--- config.mk ---
export PLATFORM = sky130hd
export DESIGN_NAME = dm64_cell
export DESIGN_NICKNAME = d
export VERILOG_FILES = /design/src/divide_modulo_64bit_assert.svh /design/src/dm64_pkg.sv /design/src/dm64_cell.sv
export SDC_FILE = /design/constraint.sdc
export NUM_CORES = 1
export LEC_CHECK = 0
export BUFFER_PORTS_ARGS = -buffer_cell sky130_fd_sc_hd__buf_2
export CAP_MARGIN = 0
export CORE_AREA = 2 2 154 156
export CTS_CLUSTER_DIAMETER = 30
export DETAILED_ROUTE_END_ITERATION = 8
export DIE_AREA = 0 0 156 158
export GPL_TIMING_DRIVEN = 0
export MAX_ROUTING_LAYER = met4
export PLACE_DENSITY = 0.73
export SLEW_MARGIN = 0
export SYNTH_ARGS = -nofsm -noshare
export SYNTH_HDL_FRONTEND = slang
export SYNTH_SLANG_ARGS = --single-unit
--- constraint.sdc ---
create_clock -name clock -period 5.1 [get_ports clock]
set_input_delay 0.51 -clock clock [delete_from_list [all_inputs] [get_ports clock]]
set_output_delay 0.51 -clock clock [all_outputs]
set_load 0.1 [all_outputs]
--- src/divide_modulo_64bit_assert.svh ---
// ----------------------------------------------------------------------------
// divide_modulo_64bit assertion macros
// concurrent assertion forms for the divider's output block
// ----------------------------------------------------------------------------
`ifndef DIVIDE_MODULO_64BIT_ASSERT_SVH
`define DIVIDE_MODULO_64BIT_ASSERT_SVH

// same-cycle implication, disabled during reset
`define DM64_ASSERT_NOW(label, clk, rst, ante, cons, msg) \
   label: assert property (@(posedge clk) disable iff (rst) (ante) |-> (cons)) \
      else $error(msg);

// next-cycle implication, disabled during reset
`define DM64_ASSERT_NEXT(label, clk, rst, ante, cons, msg) \
   label: assert property (@(posedge clk) disable iff (rst) (ante) |=> (cons)) \
      else $error(msg);

`endif

--- src/dm64_pkg.sv ---
// ----------------------------------------------------------------------------
// dm64_pkg
// types and constants shared by the 64-bit divide / modulo blocks
// ----------------------------------------------------------------------------
`timescale 1ns / 1ps

package dm64_pkg;

   localparam int unsigned DATA_W = 64;
   localparam int unsigned FUNC_W = 2;

   localparam logic [FUNC_W-1:0] FUNC_SQUO = 2'd0;
   localparam logic [FUNC_W-1:0] FUNC_SREM = 2'd1;
   localparam logic [FUNC_W-1:0] FUNC_UQUO = 2'd2;
   localparam logic [FUNC_W-1:0] FUNC_UREM = 2'd3;

   typedef struct packed {
      logic [FUNC_W-1:0] func;
      logic [DATA_W-1:0] dividend;
      logic [DATA_W-1:0] divisor;
   } req_payload_type;

   typedef struct packed {
      logic [DATA_W-1:0] result;
      logic              divide_by_zero;
   } rsp_payload_type;

   // one restoring step's worth of state
   typedef struct packed {
      logic              valid;
      logic              want_rem;
      logic              negate;
      logic              div_zero;
      logic [DATA_W-1:0] rem;
      logic [DATA_W-1:0] nq;
      logic [DATA_W-1:0] dvsr;
   } cell_type;

endpackage

--- src/dm64_cell.sv ---
// ----------------------------------------------------------------------------
// dm64_cell
// one restoring shift-subtract step, registered
// ----------------------------------------------------------------------------
`timescale 1ns / 1ps

module dm64_cell (
   input  logic               clock,
   input  logic               reset,
   input  logic               advance,
   input  dm64_pkg::cell_type in_cell,
   output dm64_pkg::cell_type out_cell
);

   dm64_pkg::cell_type cell_ff;
   dm64_pkg::cell_type cell_in;

   logic                          carry;
   logic [dm64_pkg::DATA_W-1:0]   shifted;
   logic [dm64_pkg::DATA_W:0]     diff;
   logic                          take;

   always_comb begin
      carry   = in_cell.rem[dm64_pkg::DATA_W-1];
      shifted = {in_cell.rem[dm64_pkg::DATA_W-2:0], in_cell.nq[dm64_pkg::DATA_W-1]};
      diff    = {1'b0, shifted} - {1'b0, in_cell.dvsr};
      take    = carry | ~diff[dm64_pkg::DATA_W];

      cell_in      = in_cell;
      cell_in.rem  = take ? diff[dm64_pkg::DATA_W-1:0] : shifted;
      cell_in.nq   = {in_cell.nq[dm64_pkg::DATA_W-2:0], take};
   end

   always_ff @(posedge clock) begin
      if (reset) begin
         cell_ff.valid <= 1'b0;
      end else if (advance) begin
         cell_ff.valid <= cell_in.valid;
      end
      if (advance) begin
         cell_ff.want_rem <= cell_in.want_rem;
         cell_ff.negate   <= cell_in.negate;
         cell_ff.div_zero <= cell_in.div_zero;
         cell_ff.rem      <= cell_in.rem;
         cell_ff.nq       <= cell_in.nq;
         cell_ff.dvsr     <= cell_in.dvsr;
      end
   end

   assign out_cell = cell_ff;

endmodule

== Yosys cells after proc, flatten, opt, wreduce, memory -nomap -nowiden ==
Index checks and enable logic that the tools add are counted.

* $add $sub $neg: 1
* Bitwise logic cells: 2
* Muxes and demuxes: 1

{| class="wikitable"
|+ Operator list
! kind !! number
|-
| 64-bit by 64-bit subtractor with 65-bit output || 1
|-
| 64-bit two-way mux || 1
|-
| 1-bit NOT || 1
|-
| 1-bit OR || 1
|}

* Word-level logic and storage cells: 11
* Flip-flop bits (word level): 196
* Output and inout bits: 196
* Input port bits: 199

== Longest topological paths before layout ==
* Depth after elaboration: 4
* Gate-level depth with buffers: 15
* Mapped depth without buffers: 13

== Least setup slack after synthesis ==
Ideal clock, no wire load.

* Path kind: in2reg
* Start: input in_cell[5] (netlist name)
* End: register cell_ff, in the netlist out_cell[162], data pin
* Slack: 1798 ps
* Cell stages on the path: 12
* Path buffers: 1
* Data required time: 4838 ps
* Arrival: 3040 ps
* Library setup time: 262 ps
* Cell sequence: inv_1 ha_1 a21o_1 a211o_1 o21a_1 o31ai_4 a2111oi_2 or4_4 nand2_2 inv_2 buf_6 mux2_1

{| class="wikitable"
|+ RTL lines
! what !! RTL line !! RTL
|-
| start: declaration || dm64_cell.sv:11 || <nowiki>input dm64_pkg::cell_type in_cell,</nowiki>
|-
| end: declaration || dm64_cell.sv:15 || <nowiki>dm64_pkg::cell_type cell_ff;</nowiki>
|}

==> key figures <==
Outcome
  – Status: finished, final reports clean

Clock network
  – Post-CTS Resized: 0
  – Root Buffer: clkbuf_16
  – H-Tree Depth: 4
  – Clk slew on worst S/H paths: roughly 0.080 ns
  – # hold bufs at CTS: 0
  – Post-CTS Repair Setup Buffers: 0
  – Worst skew pair latency: 0.44 ns
  – CTS tree: built
  – Total clock sinks: 196
  – Max Root-Sink Buffers: 2
  – CTS Buf Count: 17

Timing
  – Worst slew pin tran: ~0.75 ns
  – Final setup viols: 0
  – Skew final: 0 ns
  – RSZ-0062 raised after global routing: no
  – Final worst path period need: 3.73 ns
  – F_max: 0.268 GHz
  – Crit share post-route: 0.731
  – Slew Limit Fails: 0
  – Setup_tns: 0 ns
  – Slew Limit Headroom: 0.499
  – Final hold vios: 0

Power
  – P per Cell Area: around 410 nW/um^2
  – Switching pwr: approximately 2.6 mW
  – Maximum vdd drop: 247 uV
  – Power share of the combinational group: 0.402
  – Clock share of power: 0.244
  – Sw Ratio: 0.457
  – Cell-internal power: 3.11 mW
  – Total leakage power: around 6 nW
  – Sequential Power Share: 0.354

Logic synthesis
  – Share of flip-flops with an asynchronous set or reset: 0
  – Register area share after synthesis: 0.540
  – Largest area contributor in the netlist: edfxtp_1
  – Mapped Nets: between 1k and 1.5k
  – Mapped cell area: 10900 sq um
  – Synthesized flop and latch total: 196
  – Post-synth EDFFs: 195
  – Largest cells by area after synthesis: edfxtp_1 (54%), ha_1 (7.4%), a21oi_1 (5.2%)
  – Top-area cell type share of the netlist area: 0.538
  – Post-synthesis cell type count: 69
  – Synth warn: 0
  – Syn avg cell area: 10.8 sq um
  – Synthesized netlist cell count: approximately 1.0k
  – Main synth FF type: edfxtp_1

Finish
  – Layout cells sized above 1: 0.322
  – Area of the multi-input gates: between 4000 and 5000 sq um
  – Finished Cell Area: between 10000 and 15000 sq um
  – Area occupied by registers: just under 6000 sq um
  – Final net count: 1686
  – Syn-to-layout area delta: 27.6%
  – Fill count: 1967
  – Largest register FFs: approximately 200

Flow run
  – Max Cap Viol: 0

Route
  – Number of vias after detailed routing: ~9.4k
  – WL per Instance: 19.2 um
  – Final antenna-violating net count: 0
  – Final WL: 33300 um
  – 1st-pass router iterations: 6
  – Initial DRC Count: 603
  – DR DRC count: 0
  – Via-to-Cell Ratio: ~5.4

Floorplan
  – Number of core rows: 56
  – Initial Util: 0.472
  – Core ar.: 23100 sq um
  – Die height: approximately 160 um
  – DIE AREA: roughly 25000 sq um
  – Die width: 156 um
  – I/O Pins: roughly 400

Critical path
  – CP Capture Point: out_cell[188]
  – Critical Path Start: in_cell[0]
  – Reg2reg path depth: 2
  – CP endpoint kind: register
  – R2r startpoint: out_cell[195]
  – CP Launch Type: primary input
  – Worst EP required: approximately 5.4 ns
  – R2R Path End: out_cell[195]
  – Crit path DAT: 3.99 ns
  – Worst-path fanout max: 10
  – Crit Path Category: in2reg
  – Worst reg-to-reg setup slack: 4.52 ns

Placed design
  – Placed Instance Area: 13300 sq um
  – Hpwl dp: 26200 um
  – Placer congestion estimate: 0.900
  – Buffers on Ports: about 400

Hold path
  – Hold path start: reset
  – Min-delay worst type: in2reg

GRT
  – GR Util All Layers: 0.267
  – Vias in the first global route: 8886
  – GRT Residual Overflow: 0
  – Global-route wire length before repair: roughly 48000 um
  – Largest net degree at the start of global routing: 100
  – Antenna violations before repair: 6
per-layer routing:
metal,global-route usage,part of all wire,vias to the layer above
met2,0.442,0.48,402
met1,0.328,0.42,4365
met5,-,0,-
met3,0.0610,0.076,51
met4,0.0843,0.026,0
li1,-,-,4567
area by class of cell:
type	instances	area share
Sequential cell	196	0.423
Antenna cell	7	0.00126
Clock inverter	15	0.0139
Inverter	81	0.0219
Buffer	44	0.0164
Timing Repair Buffer	395	0.145
Tap cell	290	0.0261
Clock buffer	17	0.0306
Multi-Input combinational cell	687	0.322
through the flow:
step	power, mW	util	setup WS, ns	hold WS, ns	instances
6_report	5.73	0.602	1.37	0.211	1732
5_1_grt	5.94	0.602	1.14	0.194	1731
3_5_place_dp	4.36	0.575	0.902	0.487	1693
3_3_place_gp	4.35	0.573	0.950	0.477	1692
2_1_floorplan	3.89	-	1.80	0.582	1008
4_1_cts	5.76	0.602	1.34	0.194	1725
cells in the final DEF, fill, tap and decap left out, types with 28 or more instances in the layout:
master / Yosys / routed
ha_1: 64 / 64
o21ai_0: 45 / 45
nand2_1: 70 / 70
a21o_1: 29 / 29
xnor2_1: 29 / 29
inv_1: 80 / 80
a21oi_1: 113 / 113
buf_2: 8 / 401
clkbuf_1: 28 / 28
nor2_1: 97 / 97
edfxtp_1: 195 / 195
cell families after synthesis:
kind of cell / count (synthesis) / share of synthesized area
multiplexers: 2 / 0.00195
flip-flops: 196 / 0.540
adder cells (fa/ha/maj): 65 / 0.0754
buffers and inverters: 125 / 0.0489
AO/OA/AOI/OAI: 293 / 0.172
XOR/XNOR: 49 / 0.0394
AND/OR/NAND/NOR: 278 / 0.122
power by group through the flow:
stage / clock, mW / combinational [mW] / sequential (mW)
after floorplan: 0 / 0.563 / 3.32
after global placement: 0 / 2.28 / 2.07
after detailed placement: 0 / 2.30 / 2.07
after global routing: 1.48 / 2.41 / 2.05
after CTS: 1.43 / 2.30 / 2.03
final: 1.40 / 2.30 / 2.03
worst max-delay path, cell delays in order:
cell and delay (ns):
buf_2 0.11, ha_1 0.23, fa_1 0.42, nand2b_1 0.19, a21oi_1 0.33, o21a_1 0.29, o31ai_4 0.12, a2111oi_2 0.54
or4_4 0.28, nand2_2 0.11, inv_2 0.11, buf_6 0.18, buf_2 0.31, nor2_1 0.07, a21oi_1 0.19
how the worst min path moves through the flow:
stage	endpoint	cells past startpoint
6_report	out_cell[195]	2
3_5_place_dp	out_cell[195]	2
2_1_floorplan	out_cell[195]	1
3_3_place_gp	out_cell[195]	2
4_1_cts	out_cell[195]	2
5_1_grt	out_cell[195]	2
synthesized netlist by cell type, drive strengths merged, types with 5 or more instances:
cell type and n:
a211oi 13, inv 81, and2 5, xnor2 29, a31oi 6, nand4 25
ha 64, a21oi 114, a21o 29, o21bai 14, o21a 18, o21ai 48
nand2 71, xor2 20, and4 5, buf 16, o31ai 10, nand2b 5
clkbuf 28, edfxtp 195, or3 6, nor2b 5, nor2 97, nand3 18
o211ai 10, nor3 21
(Power assumes the default switching activity.)
