<file path="config.mk">
export PLATFORM = sky130hd
export DESIGN_NAME = dm64_pre
export DESIGN_NICKNAME = d
export VERILOG_FILES = /design/src/divide_modulo_64bit_assert.svh /design/src/dm64_pkg.sv /design/src/dm64_pre.sv
export SDC_FILE = /design/constraint.sdc
export NUM_CORES = 1
export LEC_CHECK = 0
export BUFFER_PORTS_ARGS = -buffer_cell sky130_fd_sc_hd__buf_2
export CAP_MARGIN = 20
export CORE_AREA = 2 2 126 128
export CTS_CLUSTER_DIAMETER = 40
export DETAILED_ROUTE_END_ITERATION = 7
export DIE_AREA = 0 0 128 130
export HOLD_SLACK_MARGIN = 0.15
export PLACE_DENSITY = 0.81
export SYNTH_ARGS = -nofsm -noshare
export SYNTH_HDL_FRONTEND = slang
export SYNTH_SLANG_ARGS = --single-unit
</file>
<file path="constraint.sdc">
create_clock -name clock -period 4 [get_ports clock]
set_clock_uncertainty 0.15 [all_clocks]
set_input_delay 0.4 -clock clock [delete_from_list [all_inputs] [get_ports clock]]
set_output_delay 0.4 -clock clock [all_outputs]
set_load 0.005 [all_outputs]
</file>
<file path="src/divide_modulo_64bit_assert.svh">
// ----------------------------------------------------------------------------
// divide_modulo_64bit assertion macros
// concurrent assertion forms for the divider's output block
// ----------------------------------------------------------------------------
`ifndef DIVIDE_MODULO_64BIT_ASSERT_SVH
`define DIVIDE_MODULO_64BIT_ASSERT_SVH

// same-cycle implication, disabled during reset
`define DM64_ASSERT_NOW(label, clk, rst, ante, cons, msg) \
   label: assert property (@(posedge clk) disable iff (rst) (ante) |-> (cons)) \
      else $error(msg);

// next-cycle implication, disabled during reset
`define DM64_ASSERT_NEXT(label, clk, rst, ante, cons, msg) \
   label: assert property (@(posedge clk) disable iff (rst) (ante) |=> (cons)) \
      else $error(msg);

`endif

</file>
<file path="src/dm64_pkg.sv">
// ----------------------------------------------------------------------------
// dm64_pkg
// types and constants shared by the 64-bit divide / modulo blocks
// ----------------------------------------------------------------------------
`timescale 1ns / 1ps

package dm64_pkg;

   localparam int unsigned DATA_W = 64;
   localparam int unsigned FUNC_W = 2;

   localparam logic [FUNC_W-1:0] FUNC_SQUO = 2'd0;
   localparam logic [FUNC_W-1:0] FUNC_SREM = 2'd1;
   localparam logic [FUNC_W-1:0] FUNC_UQUO = 2'd2;
   localparam logic [FUNC_W-1:0] FUNC_UREM = 2'd3;

   typedef struct packed {
      logic [FUNC_W-1:0] func;
      logic [DATA_W-1:0] dividend;
      logic [DATA_W-1:0] divisor;
   } req_payload_type;

   typedef struct packed {
      logic [DATA_W-1:0] result;
      logic              divide_by_zero;
   } rsp_payload_type;

   // one restoring step's worth of state
   typedef struct packed {
      logic              valid;
      logic              want_rem;
      logic              negate;
      logic              div_zero;
      logic [DATA_W-1:0] rem;
      logic [DATA_W-1:0] nq;
      logic [DATA_W-1:0] dvsr;
   } cell_type;

endpackage

</file>
<file path="src/dm64_pre.sv">
// ----------------------------------------------------------------------------
// dm64_pre
// input stage: takes operand magnitudes and works out result sign
// ----------------------------------------------------------------------------
`timescale 1ns / 1ps

module dm64_pre (
   input  logic                     clock,
   input  logic                     reset,
   input  logic                     advance,
   input  logic                     req_valid,
   input  dm64_pkg::req_payload_type req_payload,
   output dm64_pkg::cell_type       out_cell
);

   dm64_pkg::cell_type cell_ff;
   dm64_pkg::cell_type cell_in;

   logic                          is_signed;
   logic                          a_neg;
   logic                          b_neg;
   logic [dm64_pkg::DATA_W-1:0]   a_mag;
   logic [dm64_pkg::DATA_W-1:0]   b_mag;

   always_comb begin
      is_signed = (req_payload.func == dm64_pkg::FUNC_SQUO) ||
                  (req_payload.func == dm64_pkg::FUNC_SREM);
      a_neg = is_signed & req_payload.dividend[dm64_pkg::DATA_W-1];
      b_neg = is_signed & req_payload.divisor[dm64_pkg::DATA_W-1];
      a_mag = a_neg ? ('0 - req_payload.dividend) : req_payload.dividend;
      b_mag = b_neg ? ('0 - req_payload.divisor) : req_payload.divisor;

      cell_in.valid    = req_valid;
      cell_in.want_rem = (req_payload.func == dm64_pkg::FUNC_SREM) ||
                         (req_payload.func == dm64_pkg::FUNC_UREM);
      unique case (req_payload.func)
         dm64_pkg::FUNC_SQUO: cell_in.negate = a_neg ^ b_neg;
         dm64_pkg::FUNC_SREM: cell_in.negate = a_neg;
         default:             cell_in.negate = 1'b0;
      endcase
      cell_in.div_zero = (req_payload.divisor == '0);
      cell_in.rem      = '0;
      cell_in.nq       = a_mag;
      cell_in.dvsr     = b_mag;
   end

   always_ff @(posedge clock) begin
      if (reset) begin
         cell_ff.valid <= 1'b0;
      end else if (advance) begin
         cell_ff.valid <= cell_in.valid;
      end
      if (advance) begin
         cell_ff.want_rem <= cell_in.want_rem;
         cell_ff.negate   <= cell_in.negate;
         cell_ff.div_zero <= cell_in.div_zero;
         cell_ff.rem      <= cell_in.rem;
         cell_ff.nq       <= cell_in.nq;
         cell_ff.dvsr     <= cell_in.dvsr;
      end
   end

   assign out_cell = cell_ff;

endmodule

</file>
== After elaboration in Yosys (flattened, before gate mapping) ==
Cells that the tools add are included.
Word-level totals
  bits in registers: 132
  bits of input ports: 134
  output and inout port bits: 196
  word-level logic and storage cells: 20
Cells by class
  $add $sub $neg: 2
  equal/unequal tests: 2
  multiplexer cells: 3
  bitwise gates (word level): 3
  reductions and logical operators: 4
Operators by type and width (number)
  64-bit two-way mux: 2
  1-bit by 64-bit subtractor with 64-bit output (first input constant): 2
  64-bit logical NOT: 1
  1-bit AND: 2
  2-bit by 1-bit equality test with 1-bit output (second input constant): 1
  2-bit equality test (second input constant): 1
  2-bit logical NOT: 1
  1-bit logical OR: 2
  1-bit one-hot mux with 2 select lines: 1
  1-bit XOR: 1

== Logic depth before layout (Yosys ltp) ==
  depth in word-level cells: 5
  mapped depth: 8
  depth with buffers taken out: 7

== Least setup slack after synthesis ==
OpenSTA, ideal clock, no wires.
  path kind: input to register
  from: input req_payload[1] (netlist bit)
  to: register cell_ff (netlist bit out_cell[52]) (data pin)
  setup time: 0.260 ns
  arrival: 2.120 ns
  required time: 3.590 ns
  setup slack: 1.470 ns
  stages: 8
  buffers on the path: 1
  path through: inv_1 -> ha_1 -> or4b_2 -> nor4_4 -> nand4_4 -> buf_6 -> o31ai_2 -> xnor2_1
On the way
  cells in the longest elaborated chain, start to end: 2
Ends and longest elaborated chain
  start, declared: line dm64_pre.sv:12  | input dm64_pkg::req_payload_type req_payload,
  1-bit by 64-bit subtractor with 64-bit output: line dm64_pre.sv:31  | b_mag = b_neg ? ('0 - req_payload.divisor) : req_payload.divisor;
  64-bit two-way mux: line dm64_pre.sv:31
  named net b_mag (one bit): line dm64_pre.sv:23  | logic [dm64_pkg::DATA_W-1:0] b_mag;
  end, declared: line dm64_pre.sv:16  | dm64_pkg::cell_type cell_ff;
The timed path passes the listed nets, and every way through them passes these cells.
A chain may end at the register's enable or synchronous reset.

== Worst setup path after layout ==
  from: input req_payload[64] (netlist bit)
  to: register cell_ff (netlist bit out_cell[102]) (data pin)
On the way
  cells in the longest elaborated chain, start to end: 2
Ends and longest elaborated chain
  1-bit by 64-bit subtractor with 64-bit output: line dm64_pre.sv:30  | a_mag = a_neg ? ('0 - req_payload.dividend) : req_payload.dividend;
  64-bit two-way mux: line dm64_pre.sv:30
  named net a_mag (one bit): line dm64_pre.sv:22  | logic [dm64_pkg::DATA_W-1:0] a_mag;
The timed path passes the listed nets, and every way through them passes these cells.

==> flow_summary.json <==
{
  "dpl_worst_slack_ns": 0.7606,
  "grt_use_total_pct": 23.60,
  "syn_inst": 660,
  "ys_warn_count": 0,
  "synth_commonest_cells": "edfxtp_1, xor2_1, buf_4",
  "dieArea_mm2": 0.01664,
  "grt_first_pass_wirelength_um": 30160,
  "cts_sinks": 132,
  "antenna_found_initial": 1,
  "hold_buffers": 25,
  "nets": 1093,
  "rr_worst_depth": 3,
  "routed_wl_um": 20510,
  "cts_buffers": 17,
  "grt_max_degree": 76,
  "via_per_inst": 5.417,
  "r2r_end": "out_cell[195]",
  "finalPower_mw": 4.013,
  "worstSkewPairLatency_ns": 0.41,
  "slowest_stage": "nand3_1",
  "wl_per_cell_um": 17.64,
  "vias": 6300,
  "io_buffers": 265,
  "clk_path_buf_depth": 2,
  "timing.fmax_mhz": 299.3,
  "netlist_area_mm2": 0.007536,
  "htreeDepth": 4,
  "place_congestion": 0.9309,
  "setup.worst_path.start_class": "input port",
  "yosysTopAreaCellShare_pct": 52.20,
  "finalCriticalPeriod_ns": 3.341,
  "yosys-top-cells-area": "edfxtp_1, xor2_1, buf_4",
  "hold_path_class": "in2reg",
  "slew_headroom_pct": 39.37,
  "synth_top_area_cell": "edfxtp_1",
  "root_buffer": "clkbuf_16",
  "ant_nets": 0,
  "crit_chain": "dlygate4sd3_1, buf_2, inv_1, ha_1, nor3b_1, nand3_1, or3_1, o41ai_2, xnor2_1",
  "syn_to_final_growth_pct": 29.35,
  "ys.flop_type": "edfxtp_1",
  "slew_viol_final": 0,
  "cp.required_ns": 4.02,
  "crit_family": "simple AND/OR/NAND/NOR gates",
  "hp-start": "req_payload[7]",
  "gr-total-overflow": 0,
  "critPathKind": "in2reg",
  "arrival_ns": 3.36,
  "yosysUniqueCellTypes": 49,
  "met1_length_um": 8031,
  "cap_violations": 0,
  "core-area_mm2": 0.01542,
  "grt_setup_unrepaired": "false",
  "synth_most_common_cell": "edfxtp_1",
  "clk_pin_slew_worst_paths_ns": 0.06,
  "ys_seq_area_share_pct": 52.47,
  "drive_gt1_share_pct": 33.92,
  "leakage_nw": 4.037,
  "drc": 0,
  "setup_violations": 0,
  "min_path_cells": 2,
  "regToRegStartpoint": "out_cell[195]",
  "drt-pass1-iter-count": 5,
  "power_density_mw_per_mm2": 411.7,
  "dpl.hpwl_um": 15050,
  "ir_drop_mv": 0.2611,
  "critPathCaptureType": "register",
  "status": "finished clean",
  "crit_buf_inv": 3,
  "ys_ff_latch": 132,
  "highest_layer": "met4",
  "wl_met3_um": 1579,
  "dpl_cell_area_mm2": 0.008859,
  "cts_resized": 0,
  "r2r_slack_ns": 2.72,
  "final_cells": 1163,
  "cpPeakStageDelay_ns": 0.59,
  "finalInstanceArea_mm2": 0.009748,
  "synth_edf_count": 131,
  "io_pins": 330,
  "die_h_um": 130,
  "tns_ns": 0,
  "rows": 46,
  "dr_wl_met2_um": 10150,
  "cts_tree": "built",
  "die_w_um": 128,
  "cts_setup_buffers": 0,
  "dpl.cell_count": 1105,
  "largest_reg_flops": 132,
  "drt_iter0_drc": 483,
  "async_reset_ff_share_pct": 0,
  "path_max_fanout": 12,
  "setup_slack_ns": 0.6586,
  "grt_pass1_vias": 5869,
  "hold_violations": 0,
  "start_util_pct": 48.86,
  "syn-mean-instance-area_um2": 11.42,
  "holdPathEnd": "out_cell[7]",
  "worst_pin_slew_ns": 0.9011,
  "finalCritPeriodShare_pct": 83.54,
  "fillers": 1220
}
## per-layer routing
metal / vias up / track usage, %
li1: 2917 / -
met1: 2937 / 28.97
met2: 389 / 39.45
met3: 57 / 5.002
met4: 0 / 12.54
met5: - / 0
## logic make-up after synthesis
group                      after synthesis  synth area share (%)
other                                    1               0.04976
adders and majority gates                2                0.3320
DFF                                    132                 52.47
muxes                                    1                0.1328
AOI/OAI and AO/OA                      108                 9.713
and+or+nand+nor                        194                 14.66
xor gates and xnor gates               123                 14.30
buffers and inverters                   99                 8.351
## stage by stage
stage               utilization [%]  hold WS (ns)
floorplan                         -        0.3224
global placement              57.43        0.3231
detailed placement            57.43        0.3520
CTS                           63.18        0.1502
global route                  63.18        0.1502
finish                        63.20        0.1603
## worst max-delay path by stage
stage | start | to | slack [ns] | cells past startpoint
after floorplan | req_payload[1] | out_cell[52] | 1.47 | 8
after global placement | req_payload[65] | out_cell[102] | 0.91 | 8
after detailed placement | req_payload[65] | out_cell[102] | 0.76 | 8
after CTS | req_payload[64] | out_cell[102] | 0.69 | 9
after global routing | req_payload[64] | out_cell[102] | 0.45 | 9
final | req_payload[64] | out_cell[102] | 0.66 | 9
## area by class of cell
class	count	area, um^2	share of cell area, %
multi-input combinational	492	3192	32.74
inverter	13	48.80	0.5006
clock inverter	14	207.7	2.131
tap	192	240.2	2.464
timing repair buffer	301	1674	17.17
antenna	1	2.502	0.02567
clock buffer	18	429.2	4.403
sequential	132	3954	40.56
## where the power goes
group	switching [mW]	total (mW)	internal (mW)
clock network	0.600	1.70	1.10
logic	0.316	0.573	0.257
registers	0.0385	1.74	1.70
total	0.955	4.01	3.06
## cell usage in the layout, fill, tap and decap left out, types with 7 or more instances in the layout
cell type      count
buf_2            264
edfxtp_1         131
xor2_1            67
conb_1            64
xnor2_1           56
nor2_1            51
nor3_1            29
a31oi_1           29
a21oi_1           29
dlygate4sd3_1     25
nor4_1            21
o21ai_0           18
nand2_1           17
clkbuf_16         17
or3_1             14
inv_1             13
o31ai_1           11
buf_4             11
or4_1              8
nand3_1            7
Note: power is estimated with default switching activity, not from simulation.
