===== src/divide_modulo_64bit_assert.svh =====
// ----------------------------------------------------------------------------
// divide_modulo_64bit assertion macros
// concurrent assertion forms for the divider's output block
// ----------------------------------------------------------------------------
`ifndef DIVIDE_MODULO_64BIT_ASSERT_SVH
`define DIVIDE_MODULO_64BIT_ASSERT_SVH

// same-cycle implication, disabled during reset
`define DM64_ASSERT_NOW(label, clk, rst, ante, cons, msg) \
   label: assert property (@(posedge clk) disable iff (rst) (ante) |-> (cons)) \
      else $error(msg);

// next-cycle implication, disabled during reset
`define DM64_ASSERT_NEXT(label, clk, rst, ante, cons, msg) \
   label: assert property (@(posedge clk) disable iff (rst) (ante) |=> (cons)) \
      else $error(msg);

`endif


===== src/dm64_pkg.sv =====
// ----------------------------------------------------------------------------
// dm64_pkg
// types and constants shared by the 64-bit divide / modulo blocks
// ----------------------------------------------------------------------------
`timescale 1ns / 1ps

package dm64_pkg;

   localparam int unsigned DATA_W = 64;
   localparam int unsigned FUNC_W = 2;

   localparam logic [FUNC_W-1:0] FUNC_SQUO = 2'd0;
   localparam logic [FUNC_W-1:0] FUNC_SREM = 2'd1;
   localparam logic [FUNC_W-1:0] FUNC_UQUO = 2'd2;
   localparam logic [FUNC_W-1:0] FUNC_UREM = 2'd3;

   typedef struct packed {
      logic [FUNC_W-1:0] func;
      logic [DATA_W-1:0] dividend;
      logic [DATA_W-1:0] divisor;
   } req_payload_type;

   typedef struct packed {
      logic [DATA_W-1:0] result;
      logic              divide_by_zero;
   } rsp_payload_type;

   // one restoring step's worth of state
   typedef struct packed {
      logic              valid;
      logic              want_rem;
      logic              negate;
      logic              div_zero;
      logic [DATA_W-1:0] rem;
      logic [DATA_W-1:0] nq;
      logic [DATA_W-1:0] dvsr;
   } cell_type;

endpackage


===== src/dm64_out.sv =====
// ----------------------------------------------------------------------------
// dm64_out
// result fixup, output register and skid stage
// ----------------------------------------------------------------------------
`timescale 1ns / 1ps

`include "divide_modulo_64bit_assert.svh"

module dm64_out (
   input  logic                      clock,
   input  logic                      reset,
   input  dm64_pkg::cell_type        last_cell,
   input  logic                      rsp_stall,
   output logic                      rsp_valid,
   output dm64_pkg::rsp_payload_type rsp_payload,
   output logic                      skid_full
);

   logic                      rsp_valid_ff;
   logic                      rsp_valid_in;
   dm64_pkg::rsp_payload_type rsp_data_ff;
   dm64_pkg::rsp_payload_type rsp_data_in;
   logic                      skid_valid_ff;
   logic                      skid_valid_in;
   dm64_pkg::rsp_payload_type skid_data_ff;
   dm64_pkg::rsp_payload_type skid_data_in;

   logic                        out_free;
   logic [dm64_pkg::DATA_W-1:0] raw;
   dm64_pkg::rsp_payload_type   fixed;

   always_comb begin
      raw = last_cell.want_rem ? last_cell.rem : last_cell.nq;
      if (last_cell.div_zero) begin
         fixed.result = '0;
      end else if (last_cell.negate) begin
         fixed.result = '0 - raw;
      end else begin
         fixed.result = raw;
      end
      fixed.divide_by_zero = last_cell.div_zero;
   end

   always_comb begin
      out_free      = !rsp_valid_ff || !rsp_stall;
      rsp_valid_in  = rsp_valid_ff;
      rsp_data_in   = rsp_data_ff;
      skid_valid_in = skid_valid_ff;
      skid_data_in  = skid_data_ff;
      if (skid_valid_ff) begin
         // pipeline frozen, drain the skid first
         if (out_free) begin
            rsp_valid_in  = 1'b1;
            rsp_data_in   = skid_data_ff;
            skid_valid_in = 1'b0;
         end
      end else if (last_cell.valid) begin
         if (out_free) begin
            rsp_valid_in = 1'b1;
            rsp_data_in  = fixed;
         end else begin
            skid_valid_in = 1'b1;
            skid_data_in  = fixed;
         end
      end else if (out_free) begin
         rsp_valid_in = 1'b0;
      end
   end

   always_ff @(posedge clock) begin
      if (reset) begin
         rsp_valid_ff  <= 1'b0;
         skid_valid_ff <= 1'b0;
      end else begin
         rsp_valid_ff  <= rsp_valid_in;
         skid_valid_ff <= skid_valid_in;
      end
      rsp_data_ff  <= rsp_data_in;
      skid_data_ff <= skid_data_in;
   end

   assign rsp_valid   = rsp_valid_ff;
   assign rsp_payload = rsp_data_ff;
   assign skid_full   = skid_valid_ff;

   `DM64_ASSERT_NOW(a_skid_needs_out, clock, reset, skid_valid_ff, rsp_valid_ff, "skid holds a transaction while output register is empty")
   `DM64_ASSERT_NOW(a_dz_zero, clock, reset, rsp_valid_ff && rsp_data_ff.divide_by_zero, rsp_data_ff.result == '0, "divide by zero with nonzero result")
   `DM64_ASSERT_NEXT(a_skid_drains, clock, reset, skid_valid_ff && !rsp_stall, !skid_valid_ff, "skid did not drain when output was taken")

endmodule


===== config.mk =====
export PLATFORM = sky130hd
export DESIGN_NAME = dm64_out
export DESIGN_NICKNAME = d
export VERILOG_FILES = /design/src/dm64_pkg.sv /design/src/dm64_out.sv
export VERILOG_INCLUDE_DIRS = /design/src /design/src/src
export SDC_FILE = /design/constraint.sdc
export NUM_CORES = 1
export LEC_CHECK = 0
export BUFFER_PORTS_ARGS = -buffer_cell sky130_fd_sc_hd__buf_2
export CAP_MARGIN = 30
export CORE_ASPECT_RATIO = 1.75
export CORE_MARGIN = 1
export CORE_UTILIZATION = 52
export CTS_CLUSTER_SIZE = 16
export DETAILED_ROUTE_END_ITERATION = 16
export PLACE_DENSITY = 0.85
export SETUP_SLACK_MARGIN = 0.15
export SKIP_CTS_REPAIR_TIMING = 1
export SYNTH_ARGS = -nofsm -noshare
export SYNTH_HDL_FRONTEND = slang
export SYNTH_SLANG_ARGS = --single-unit

===== constraint.sdc =====
create_clock -name clock -period 8.3 [get_ports clock]
set_input_delay 0.83 -clock clock [delete_from_list [all_inputs] [get_ports clock]]
set_output_delay 0.83 -clock clock [all_outputs]
set_load 0.01 [all_outputs]

## Yosys cells after proc, flatten, opt, wreduce, memory -nomap -nowiden

Index checks and enable logic that the tools add are counted.

- Input bits: 199
- Output and inout bits: 67
- Bits in registers: 132
- Logic and storage cells: 30

- Add/sub/neg operators: 1
- Muxes and demuxes: 14
- Bitwise logic cells: 2
- Reduce and logical (&&, ||, !) cells: 7

Operators by type and width:

| cell | number |
|---|---|
| 2-to-1 mux 65 bit | 4 |
| 2-to-1 mux 64 bit | 3 |
| subtractor 1 x 64 -> 64 bit (first input constant) | 1 |
| 2-to-1 mux 1 bit | 7 |
| AND reduction 3 bit | 1 |
| nonzero test 3 bit | 1 |
| zero test 1 bit | 2 |
| NOT 1 bit | 2 |
| AND reduction 2 bit | 1 |
| nonzero test 2 bit | 1 |
| logical OR 1 bit | 1 |

## Logic depth before layout (Yosys ltp)

Gate-level depths: netlist of run 1.

- Depth in word-level cells: 7
- Mapped depth: 15
- Depth with buffers taken out: 8

## Worst setup path before layout of run 1

Ideal clock, no wire load.

- Kind: register to register
- From: register skid_valid_ff, in the netlist skid_full
- To: register skid_data_ff[0] (netlist name), enable pin
- Buffers on the path: 3
- Library setup time: 0.582 ns
- Required time: 7.718 ns
- Clock period less this slack: 6.269 ns
- Data arrival time: 5.688 ns
- Path slack: 2.031 ns
- Stages on the path, launching flop included: 5
- Path through: dfxtp_1 clkbuf_1 clkbuf_1 clkbuf_1 nor3b_1

- Word-level cells in the longest chain between the ends: 2

Ends and longest elaborated chain:

| what | line | text |
|---|---|---|
| start, declared | dm64_out.sv:23 | `logic skid_valid_ff;` |
| start signal, assigned | dm64_out.sv:76 | `skid_valid_ff <= skid_valid_in;` |
| NOT 1 bit (no source line) | - |  |
| AND reduction 3 bit (no source line) | - |  |
| end signal, assigned | dm64_out.sv:79 | `skid_data_ff <= skid_data_in;` |
| end, declared | dm64_out.sv:25 | `dm64_pkg::rsp_payload_type skid_data_ff;` |

Every way passes these cells.
A chain may end at the register's enable or synchronous reset.

==> flow_summary.json, run 1 <==
{
  "status": "completed",
  "tns_ps": 0,
  "syn_inst": 797,
  "start_util": 0.530,
  "synthArstFlopShare": 0,
  "die_x_um": 96.5,
  "worstPathArrival_ps": 4550,
  "ant_nets": 0,
  "cp_cell_sequence": "buf_4 -> buf_4 -> buf_16 -> or4b_1 -> nand2_1 -> and4bb_1 -> nand4_2 -> or4_4 -> or3_1 -> nand3_1",
  "fmax_ghz": 0.234,
  "drtIter0Drc": 550,
  "cts_tree": "built",
  "crit_family": "simple AND/OR/NAND/NOR gates",
  "area.growth.synth_to_final_pct": 21.1,
  "rsz0062_at_grt": "no",
  "clockRootBuffer": "clkbuf_16",
  "grt.total_usage": 0.285,
  "layout-drive-gt1-share": 0.276,
  "r2r-start": "skid_full",
  "cts_made_buffers": 17,
  "synth_cell_type_count": 68,
  "synth_xor_area_frac": 0.0647,
  "critPathCaptureType": "flop",
  "path_max_fanout": 93,
  "ctsHtreeMaxLevel": 4,
  "synthAdderAreaFrac": 0.00154,
  "placementRows": 60,
  "grt_pass1_wl_um": 34500,
  "synth.net_count": 997,
  "final_common_cell": "buf_2",
  "nets": 1176,
  "min_from": "skid_data_ff[41]",
  "hold_path_class": "reg2reg",
  "die_h_um": 167,
  "slowest_stage": "or4_4",
  "yosysSeqAreaShare": 0.485,
  "post-dp-hpwl_um": 15600,
  "slew_violations": 0,
  "p_leak_uw": 0.00374,
  "synth_edf_count": 130,
  "critPathLaunch": "last_cell[194]",
  "worstPathBufferInverterCount": 3,
  "portBuffers": 201,
  "hold_violations": 0,
  "power.density_nw_per_um2": 189,
  "final_core_util": 0.643,
  "gp_congestion": 0.940,
  "via_count": 7098,
  "required_ps": 8580,
  "yosys.area_share.simple": 0.207,
  "cap_violations": 0,
  "power_uw": 1860,
  "setup_violations": 0,
  "clk_pin_slew_ps": 60,
  "peakVddDrop_uv": 138,
  "worst_pin_slew_ps": 902,
  "ys.flop_type": "edfxtp_1",
  "synth_top_family_by_area": "simple AND/OR/NAND/NOR gates",
  "synthMuxAreaShare": 0.0881,
  "synth-compound-area-share": 0.125,
  "ys_ff_latch": 132,
  "final_cell_mix": "200 x buf_2, 130 x edfxtp_1, 88 x nand2_1",
  "viasPerCell": 6.02,
  "crit_type": "in2reg",
  "antenna_found_initial": 3,
  "routed_wl_um": 22300,
  "first_pass_iters": 6,
  "ys_warn_count": 0,
  "core_area_um2": 15300,
  "grt_max_degree": 98,
  "synthesis.area_per_instance_um2": 10.2,
  "fin_crit_ps": 4270,
  "cp_common_cell": "buf_4",
  "critPathMaxStageDelay_ps": 680,
  "clock_latency_ps": 420,
  "post-route-period-util": 0.515,
  "ios": 266,
  "netlist_area_um2": 8120,
  "overflow": 0,
  "relSlewSlack": 0.398,
  "cts_buffer_depth": 2,
  "die_area_um2": 16100,
  "cp-start-kind": "input pin",
  "drc": 0,
  "wl_per_cell_um": 18.9,
  "cts_num_sinks": 132,
  "finClkSkew_ps": 11.5,
  "grt_pass1_vias": 6779
}
[cells in the mapped netlist (14+ instances only)]
master,instances,share of area
nor3b_1,21,0.019
edfxtp_1,130,0.48
xor2_1,17,0.018
o31ai_1,28,0.026
clkbuf_1,30,0.014
o21ai_0,58,0.036
nand3_1,14,0.0086
nor2_1,87,0.040
nand2_1,88,0.041
nor3_1,43,0.026
mux2i_1,58,0.071
xnor2_1,43,0.046
[final timing paths]
kind / to / cells after the start / slack [ps]
max: rsp_payload[62] / 10 / 4030
min reg2reg: rsp_payload[41] / 2 / 530
max reg2reg: rsp_payload[44] / 3 / 5890
min: rsp_payload[41] / 2 / 530
[layout make-up]
| cell class | count | area, µm² |
|---|---|---|
| fillers | 1255 | 5470 |
| multi-input cells | 615 | 3970 |
| flip-flops and latches | 132 | 3950 |
| repair buffers | 208 | 1080 |
| clock buffers | 17 | 425 |
| well taps | 186 | 233 |
| clock inverters | 15 | 166 |
| diodes | 5 | 12.5 |
| inverters | 2 | 7.51 |
[report_power, final]
part | leakage, µW | internal [µW] | switching (µW) | total [µW]
clock | 0.000289 | 450 | 314 | 765
combinational | 0.00218 | 119 | 181 | 301
sequential | 0.00127 | 786 | 11.5 | 797
total | 0.00374 | 1360 | 507 | 1860
[state kept, by name, indices dropped and copies added (netlist names)]
signal / cells
rsp_payload: 65
skid_data_ff: 65
rsp_valid: 1
skid_full: 1
[kinds of logic after synthesis]
| family | count (synthesis) |
|---|---|
| fa+ha+maj | 1 |
| compound gates | 158 |
| mux | 70 |
| buf+inv | 50 |
| flops | 132 |
| xor+xnor | 60 |
| simple gates | 326 |
[routing by layer]
metal	vias to the layer above	wire (µm)	track usage
met5	-	0	0
met4	0	1040	0.138
met3	63	1570	0.0545
met2	363	11300	0.469
met1	3306	8380	0.352
li1	3366	-	-
[metrics by stage]
stage / instance area [µm²] / hold slack [ps] / worst slack [ps] / instances
after CTS: 9800 / 526 / 3790 / 1174
after global routing: 9840 / 539 / 3840 / 1179
final: 9840 / 526 / 4030 / 1180
after floorplan: 8120 / 496 / 2030 / 797
after detailed placement: 9210 / 513 / 3360 / 1142
after global placement: 9210 / 504 / 3410 / 1142
[tightest hold or removal path, stage by stage, from the launching register on]
cell and delay, ps:
edfxtp_1 320, nand2_1 50, o31ai_1 50
(Power assumes the default switching activity.)
==> run 2: changes to the inputs <==
--- a/config.mk
+++ b/config.mk
@@ -6,14 +6,15 @@
 export SDC_FILE = /design/constraint.sdc
 export NUM_CORES = 1
 export LEC_CHECK = 0
+export ABC_AREA = 1
 export BUFFER_PORTS_ARGS = -buffer_cell sky130_fd_sc_hd__buf_2
 export CAP_MARGIN = 30
 export CORE_ASPECT_RATIO = 1.75
 export CORE_MARGIN = 1
-export CORE_UTILIZATION = 52
+export CORE_UTILIZATION = 47
 export CTS_CLUSTER_SIZE = 16
 export DETAILED_ROUTE_END_ITERATION = 16
-export PLACE_DENSITY = 0.85
+export PLACE_DENSITY = 0.8
 export SETUP_SLACK_MARGIN = 0.15
 export SKIP_CTS_REPAIR_TIMING = 1
 export SYNTH_ARGS = -nofsm -noshare
==> constraint.sdc (replaced) <==
create_clock -name clock -period 3.6 [get_ports clock]
set_input_delay 0.36 -clock clock [delete_from_list [all_inputs] [get_ports clock]]
set_output_delay 0.36 -clock clock [all_outputs]
set_load 0.01 [all_outputs]
==> run 2 against run 1 <==
Net effect: critical path depth rose by 3; sequential share of layout area shrank 2.1 points; register-to-register slack worse by 4100 ps; die area up 16%; power is 150% higher; non-clock buffer count increased by 3; clock power rose to 2.7 times the previous value; design area is 5.5% higher.
==> flow_summary.json, run 2 <==
{
  "peakVddDrop_uv": 289,
  "worstPathArrival_ps": 2760,
  "drtIter0Drc": 579,
  "post-dp-hpwl_um": 19600,
  "wl_met2_um": 13400,
  "fmax_ghz": 0.388,
  "tns_ps": 0,
  "worst_pin_slew_ps": 900,
  "ys_ff_latch": 132,
  "clk_pin_slew_ps": 60,
  "final_cell_mix": "523 x nand2_1, 201 x buf_2, 130 x edfxtp_1",
  "die_h_um": 180,
  "netlist_area_um2": 8540,
  "syn_inst": 1193,
  "die_area_um2": 18700,
  "synthesis.area_per_instance_um2": 7.16,
  "synth_cell_type_count": 32,
  "final_area_um2": 10400,
  "r2r_end": "skid_data_ff[51]",
  "seqPwrFrac": 0.394,
  "swShare": 0.258,
  "nets": 1577,
  "gp_congestion": 0.954,
  "cts_num_sinks": 132,
  "die_x_um": 104,
  "cap_violations": 0,
  "finClkSkew_ps": 4.73,
  "slew_violations": 0,
  "ff2ff_path_depth": 3,
  "p_int_uw": 3430,
  "setup_violations": 0,
  "holdPathEnd": "rsp_valid",
  "p_leak_uw": 0.00500,
  "n_antenna_cell": 0,
  "switchingPower_uw": 1190,
  "wl_per_cell_um": 16.1,
  "fin_crit_ps": 2580,
  "routed_wl_um": 26000,
  "portBuffers": 201,
  "post-route-period-util": 0.717,
  "ctsHtreeMaxLevel": 4,
  "wl_met1_um": 10000,
  "synthArstFlopShare": 0,
  "placementRows": 64,
  "crit_type": "in2reg",
  "hold_violations": 0,
  "yosysTopAreaCellShare": 0.457,
  "first_pass_iters": 6,
  "grt.total_usage": 0.284,
  "whs_path_depth": 2,
  "final_common_cell": "nand2_1",
  "power.density_nw_per_um2": 446,
  "ys.flop_type": "edfxtp_1",
  "instances_no_fill": 1621,
  "rrSetupSlack_ps": 1840,
  "overflow": 0,
  "layout-drive-gt1-share": 0.203,
  "grt_pass1_wl_um": 41000,
  "rsz0062_at_grt": "no",
  "cp-start-kind": "input pin",
  "yosys-top-cells-area": "edfxtp_1 46%, nand2_1 23%, nor2_1 5.6%, inv_1 4.3%, nand3_1 4.0%",
  "synth.net_count": 1393,
  "clock_latency_ps": 420,
  "dr_wl_met3_um": 1470,
  "core_area_um2": 17600,
  "area.growth.synth_to_final_pct": 21.5,
  "yosysSeqAreaShare": 0.462,
  "min_from": "reset",
  "via_count": 8487,
  "yosys-top-cells-count": "523 x nand2_1, 130 x edfxtp_1, 128 x nor2_1",
  "ys_warn_count": 0,
  "grt_pass1_vias": 8019,
  "place_area_um2": 9680,
  "power_frac_comb": 0.164,
  "cts_tree": "built",
  "status": "completed",
  "synth_top_area_cell": "edfxtp_1",
  "synth_edf_count": 130,
  "hold_path_class": "in2reg",
  "synth.most_common_cell": "nand2_1",
  "top_layer": "met4",
  "ios": 266,
  "grt_max_degree": 93,
  "drc": 0,
  "cts_made_buffers": 17,
  "r2r-start": "rsp_valid",
  "power_frac_clock": 0.442,
  "antenna_found_initial": 0,
  "path_max_fanout": 54,
  "cts_buffer_depth": 2,
  "viasPerCell": 5.24,
  "critPathCaptureType": "flop",
  "place_inst": 1589,
  "clockRootBuffer": "clkbuf_16",
  "start_util": 0.485,
  "ant_nets": 0,
  "required_ps": 3780,
  "relSlewSlack": 0.400
}
-- run 2: cell count changes after synthesis, sizes merged, moves of 13 or more --
cell,delta
nand2,+450
inv,+99
mux2i,-58
nor2,+56
nand3,+55
xnor2,-43
nor3,-41
nand4,+31
o31ai,-29
nor3b,-23
and3,+19
xor2,-17
o22ai,-13
-- run 2: logic make-up after synthesis --
group | count (synthesis) | share of synthesized area
AO/OA/AOI/OAI | 85 | 0.0515
adder cells (fa/ha/maj) | 1 | 0.00146
buffers and inverters | 148 | 0.0750
flip-flops | 132 | 0.462
AND/OR/NAND/NOR | 827 | 0.410
-- run 2: final cells by class --
class | instances | area [µm²]
Multi-Input combinational cell | 913 | 3980
Clock buffer | 19 | 443
Inverter | 102 | 389
Clock inverter | 13 | 253
Timing Repair Buffer | 211 | 1080
Sequential cell | 132 | 3950
Tap cell | 231 | 289
Fill cell | 1654 | 7240
-- run 2: power groups by stage --
stage	clock network (µW)	registers (µW)	logic, µW
CTS	2070	1820	755
global route	2130	1830	843
finish	2050	1820	758
global placement	0	1850	736
floorplan	0	1890	436
detailed placement	0	1850	751
-- run 2: how the worst max path moves through the flow --
stage	from	cells past startpoint	endpoint
finish	last_cell[194]	13	skid_data_ff[61]
global route	last_cell[194]	13	skid_data_ff[61]
CTS	last_cell[194]	13	skid_data_ff[61]
detailed placement	last_cell[194]	13	skid_data_ff[61]
global placement	last_cell[194]	13	skid_data_ff[61]
floorplan	skid_full	3	rsp_payload[0]
-- run 2: worst max-delay path, cell delays in order --
cell	delay [ps]
buf_2	140
buf_4	480
nand2_1	110
nand2_1	110
ha_1	190
nand2_1	60
nand2_1	140
nand2_2	110
clkinv_2	110
nand3_1	140
nor2_1	410
nand3_1	190
and3_1	210
-- run 2: stage by stage --
stage / total power (µW) / hold WS, ps / setup WS (ps) / util
after CTS: 4650 / 109 / 1050 / 0.589
final: 4630 / 116 / 1020 / 0.589
after floorplan: 2330 / 429 / 606 / -
after global routing: 4800 / 103 / 902 / 0.589
after detailed placement: 2600 / 507 / 610 / 0.550
after global placement: 2590 / 502 / 670 / 0.550
-- run 2: per-layer routing --
metal | global-route usage | vias to the layer above
met5 | 0 | -
met4 | 0.150 | 0
li1 | - | 4240
met2 | 0.506 | 350
met1 | 0.327 | 3835
met3 | 0.0383 | 62
